--- src/gwm_pkg.sv ---
package gwm_pkg;

  localparam logic [7:0] CH_STAR   = 8'h2A;
  localparam logic [7:0] CH_QMARK  = 8'h3F;
  localparam logic [7:0] CH_LBRACK = 8'h5B;
  localparam logic [7:0] CH_CARET  = 8'h5E;
  localparam logic [7:0] CH_DASH   = 8'h2D;
  localparam logic [7:0] CH_RBRACK = 8'h5D;

  localparam int CFG_IDX_W = 3;
  typedef enum logic [CFG_IDX_W-1:0] {
    REG_CHARS_LOW      = 3'd0,
    REG_CHARS_MID_LOW  = 3'd1,
    REG_CHARS_MID_HIGH = 3'd2,
    REG_CHARS_HIGH     = 3'd3,
    REG_LENGTH         = 3'd4,
    REG_FOLD_CASE      = 3'd5
  } cfg_reg_t;

  // Per-element decode handed from a cell to the top level
  typedef struct packed {
    logic bad;   // unterminated bracket class starts here
    logic wild;  // '*' or '?'
  } elem_flags_t;

  // ASCII lower-casing when enabled
  function automatic logic [7:0] fold_byte(input logic en, input logic [7:0] c);
    if (en && c >= 8'h41 && c <= 8'h5A) return c + 8'd32;
    return c;
  endfunction

endpackage

--- src/gwm_cell.sv ---
// One pattern position: active bit, element decode, close carry to the right.
module gwm_cell import gwm_pkg::*; #(
  parameter int N   = 32,
  parameter int P   = 0,
  parameter int PW  = 6
) (
  input  logic          clk,
  input  logic          rst,
  input  logic [7:0]    patx [N+3],
  input  logic [PW-1:0] n,
  input  logic          fold_en,
  input  logic [7:0]    c,
  input  logic          step,      // accepted name byte
  input  logic          restart,   // accepted name end
  input  logic          act_next,  // OR of drives aimed at this position
  input  logic          carry_in,
  output logic          carry_out,
  output logic          cur,
  output logic [N:0]    drive,
  output logic [PW-1:0] end_pos,
  output elem_flags_t   flags
);

  logic active;
  logic hit;
  logic cls_bad;
  int   endq;

  // Position state
  always_ff @(posedge clk) begin
    if (rst) begin
      active <= (P == 0);
    end else if (restart) begin
      active <= (P == 0);
    end else if (step) begin
      active <= act_next;
    end
  end

  // Element decode, bracket class parsed from this position
  always_comb begin
    logic [7:0]  b, fc, x;
    logic [N+3:0] ms;
    logic neg, found, done, rng;
    int q0;
    b = patx[P];
    fc = fold_byte(fold_en, c);
    ms = '0;
    neg = 1'b0;
    found = 1'b0;
    done = 1'b0;
    rng = 1'b0;
    x = '0;
    q0 = P + 1;
    endq = P + 1;
    cls_bad = 1'b0;
    hit = 1'b0;
    if (b == CH_STAR || b == CH_QMARK) begin
      hit = 1'b1;
    end else if (b != CH_LBRACK) begin
      hit = (fold_byte(fold_en, b) == fc);
    end else begin
      if ((P + 1) < int'(n) && patx[P+1] == CH_CARET) begin
        neg = 1'b1;
        q0 = P + 2;
      end
      for (int q = P + 1; q < N; q++) begin
        if (q >= q0 && !done && q < int'(n) && (q == q0 || ms[q])) begin
          x = patx[q];
          if (q != q0 && x == CH_RBRACK) begin
            done = 1'b1;
            endq = q + 1;
          end else begin
            rng = ((q + 2) < int'(n)) && patx[q+1] == CH_DASH && patx[q+2] != CH_RBRACK;
            if (rng) begin
              if (fc >= fold_byte(fold_en, x) && fc <= fold_byte(fold_en, patx[q+2]))
                found = 1'b1;
              ms[q+3] = 1'b1;
            end else begin
              if (fc == fold_byte(fold_en, x)) found = 1'b1;
              ms[q+1] = 1'b1;
            end
          end
        end
      end
      cls_bad = !done;
      hit = found != neg;
    end
  end

  // Closed activity and forward carry over wildcards
  logic live;
  assign live = (P < int'(n));
  assign cur = (active && (P <= int'(n))) || carry_in;
  assign flags.wild = (patx[P] == CH_STAR) || (patx[P] == CH_QMARK);
  assign flags.bad = cls_bad;
  assign carry_out = cur && live && flags.wild;
  assign end_pos = PW'(endq);

  // Next-position drive
  always_comb begin
    drive = '0;
    if (cur && live) begin
      if (patx[P] == CH_STAR) begin
        drive[P] = 1'b1;
      end else if (hit && !cls_bad && endq <= int'(n)) begin
        drive[endq] = 1'b1;
      end
    end
  end

endmodule

--- config.mk ---
export PLATFORM = sky130hd
export DESIGN_NAME = gwm_cell
export DESIGN_NICKNAME = d
export VERILOG_FILES = /design/src/gwm_pkg.sv /design/src/gwm_cell.sv
export SDC_FILE = /design/constraint.sdc
export NUM_CORES = 1
export LEC_CHECK = 0
export BUFFER_PORTS_ARGS = -buffer_cell sky130_fd_sc_hd__buf_2
export CAP_MARGIN = 0
export CELL_PAD_IN_SITES_DETAIL_PLACEMENT = 0
export CELL_PAD_IN_SITES_GLOBAL_PLACEMENT = 1
export CORE_MARGIN = 2
export CORE_UTILIZATION = 40
export CTS_BUF_LIST = sky130_fd_sc_hd__clkbuf_2 sky130_fd_sc_hd__clkbuf_4 sky130_fd_sc_hd__clkbuf_8
export DETAILED_ROUTE_END_ITERATION = 10
export GPL_TIMING_DRIVEN = 0
export PLACE_DENSITY_LB_ADDON = 0.1
export SLEW_MARGIN = 20
export SYNTH_ARGS = -nofsm -noshare
export SYNTH_HDL_FRONTEND = slang
export SYNTH_SLANG_ARGS = --single-unit
--- constraint.sdc ---
create_clock -name clk -period 14.1 [get_ports clk]
set_input_delay 2.115 -clock clk [delete_from_list [all_inputs] [get_ports clk]]
set_output_delay 2.115 -clock clk [all_outputs]
set_load 0.01 [all_outputs]
==> impl_results.md <==
* Worst reg-to-reg path cell count at 2
* Simple logic cell fraction of the synthesized area at 38.0%
* Hold slack final at 0.455 ns
* Final min period at 13.74 ns
* Worst-path clk slew at 0 ns
* Post-route ant nets at 0
* Hold Path Depth at 2
* Die Width at 187 um
* Syn Inst Count at 1,975
* Insertion delay to the later sink of the worst-skew pair at 0 ns
* Status: complete, no violations
* Distinct cells, synth at 99
* Ys flop type: dfxtp_1
* Crit. End Element: output port
* Critical path arrival at 11.62 ns
* Placed cell area at 15,700 um2
* Post-Synth XOR/XNOR Area at 2.61%
* Required time worst endpoint at 11.98 ns
* Core Region at 33,300 um2
* Total gr overflow at 0
* Initial Utilization at 40.3%
* Syn nets at 2,550
* WS Path Type: in -> out
* Post-Synth Adder-Cell Area at 27.6%
* GPL Wtd Cong at 0.904
* Final wirelength at 52,000 um
* Largest regs: active (1)
* Post-synth top area cell: ha_1
* Power, Total at 410 uW
* Leakage at 7.75 nW
* Final hold vios at 0
* Fillers at 3,556
* Max-Cap Viols at 0
* IO Count at 344
* Register bit total from synthesis at 1
* Site row count at 67
* PD cells at 25.0 nW/um2
* Largest register FFs at 1
* Setup violations, final at 0
* VDD IR max at 0.0173 mV
* Warnings from Yosys at 0
* Vias at 16,700
* Setup TNS at 0 ns
* IO Port Bufs at 332
* Post-DP HPWL at 42,900 um
* Worst slew pin tran at 0.859 ns
* Vias per cell at 5.99
* Hold WC Path Type: reg -> reg
* Top cells by area, synth: ha_1, inv_1, nor2_1, a21oi_1, o21ai_0
* Vias in the first global route at 15,900
* Reg with most FFs: active
* Synth-to-layout area growth at 22.4%
* Share of cells above drive strength 1 at 21.0%
* # DRC at 0
* GRT Overall Usage at 28.0%
* Startpoint Class: input pin
* Synth Area in Compound Gates at 25.1%
* Headroom to the max-slew limit at 42.7%
* Hold_buf cts at 0
* Async set-reset flop share out of synthesis at 0%
* FMAX at 0.0728 GHz
* Post-synthesis mux area share at 0.233%
* Seq/Total Area, Yosys at 0.149%
* Synth top area share at 25.6%
* CP max FO at 10
* Die Area at 35,000 um2
* Commonest non-fill, non-tap cell in the layout: buf_2
* Most frequent cells in the layout: buf_2, ha_1, inv_1, nor2_1, a21oi_1
* Period utilization at 97.4%
* Initial antenna violation count at 4
* Post-synth EDFFs at 0
* Main combinational cell family by area after synthesis: simple AND/OR/NAND/NOR gates
* DR WL/cell at 18.7 um
* Pin count of the biggest net entering global routing at 37
* Critical Path Max Stage Delay at 0.54 ns
* First-pass GRT wire length at 81,700 um
* Die H at 187 um
* Clock Skew at 0 ns
* Nets@finish at 2,907
* Max-slew violations at 0
* DRT iter0 DRCs at 928
* Design Area, Final at 16,400 um2
* Mapped Area at 13,400 um2
* Initial DRT Pass Iterations at 5
* CP max stage cell: or4_4
* Mean area per synthesized cell at 6.79 um2
[cells in the mapped netlist, types with 28 or more instances]
cell      count
nor4_1       41
inv_1       184
nor2_1      175
nor2b_1      68
a21o_1       30
o21a_1       30
nor3b_1      28
nand2_1     121
nand2b_1     45
a21oi_1     129
nor3_1      104
and3_1       33
ha_1        274
nand4_1      59
o21ai_0     109
nand3_1      83
[worst max-delay path: cells and delay by family]
family / cells / cell delay (ns)
AO/OA/AOI/OAI: 25 / 5.37
adder cells (fa/ha/maj): 1 / 0.27
AND/OR/NAND/NOR: 12 / 2.82
buffers and inverters: 7 / 1.03
[where the power goes]
group	internal (mW)	switching, mW
logic	0.171	0.236
clock network	0.0000000477	0
registers	0.00298	0.0000347
[final timing paths]
path                            startpoint   endpoint  slack [ns]
worst max-delay path                  n[2]  drive[10]        0.36
worst min-delay path                active     active        0.45
worst max register to register      active     active       13.52
worst min register to register      active     active        0.45
[cells by family (layout without fill, tap and decap cells)]
group / Yosys count / in the layout
simple gates: 913 / 913
compound gates: 503 / 503
fa+ha+maj: 301 / 301
buf+inv: 213 / 568
xor+xnor: 40 / 40
mux: 3 / 3
other cells: 1 / 6
flops: 1 / 1
[through the flow]
stage / util, % / setup WS (ns) / std cells
floorplan: - / 1.14 / 1975
global placement: 46.9 / -1.59 / 2755
detailed placement: 47.2 / -1.63 / 2759
CTS: 47.7 / 0.0259 / 2759
global route: 49.3 / -0.0548 / 2782
finish: 49.3 / 0.364 / 2783
[repair_timing]
action,4_1_cts,5_1_grt
gates resized for setup,36,78
endpoints found under the setup margin,31,31
pin swaps,5,35
buffers inserted,2,21
[layer usage]
metal	GRT usage [%]	up-vias	part of all wire (%)	routed length [um]
met5	0	-	0	0
met4	7.88	0	2.5	1280
met3	2.87	73	5.4	2830
met2	49.8	506	48	24900
met1	35.7	7837	44	23000
li1	-	8251	-	-
[area by class of cell]
| class | instances | area, um2 | area share (%) |
|---|---|---|---|
| antenna | 5 | 12.5 | 0.0763 |
| buffer | 25 | 146 | 0.893 |
| inverter | 184 | 691 | 4.21 |
| multi-input combinational | 1761 | 13000 | 79.6 |
| sequential | 1 | 20.0 | 0.122 |
| tap | 448 | 561 | 3.42 |
| timing repair buffer | 359 | 1920 | 11.7 |
Note: power is estimated with default switching activity, not from simulation.
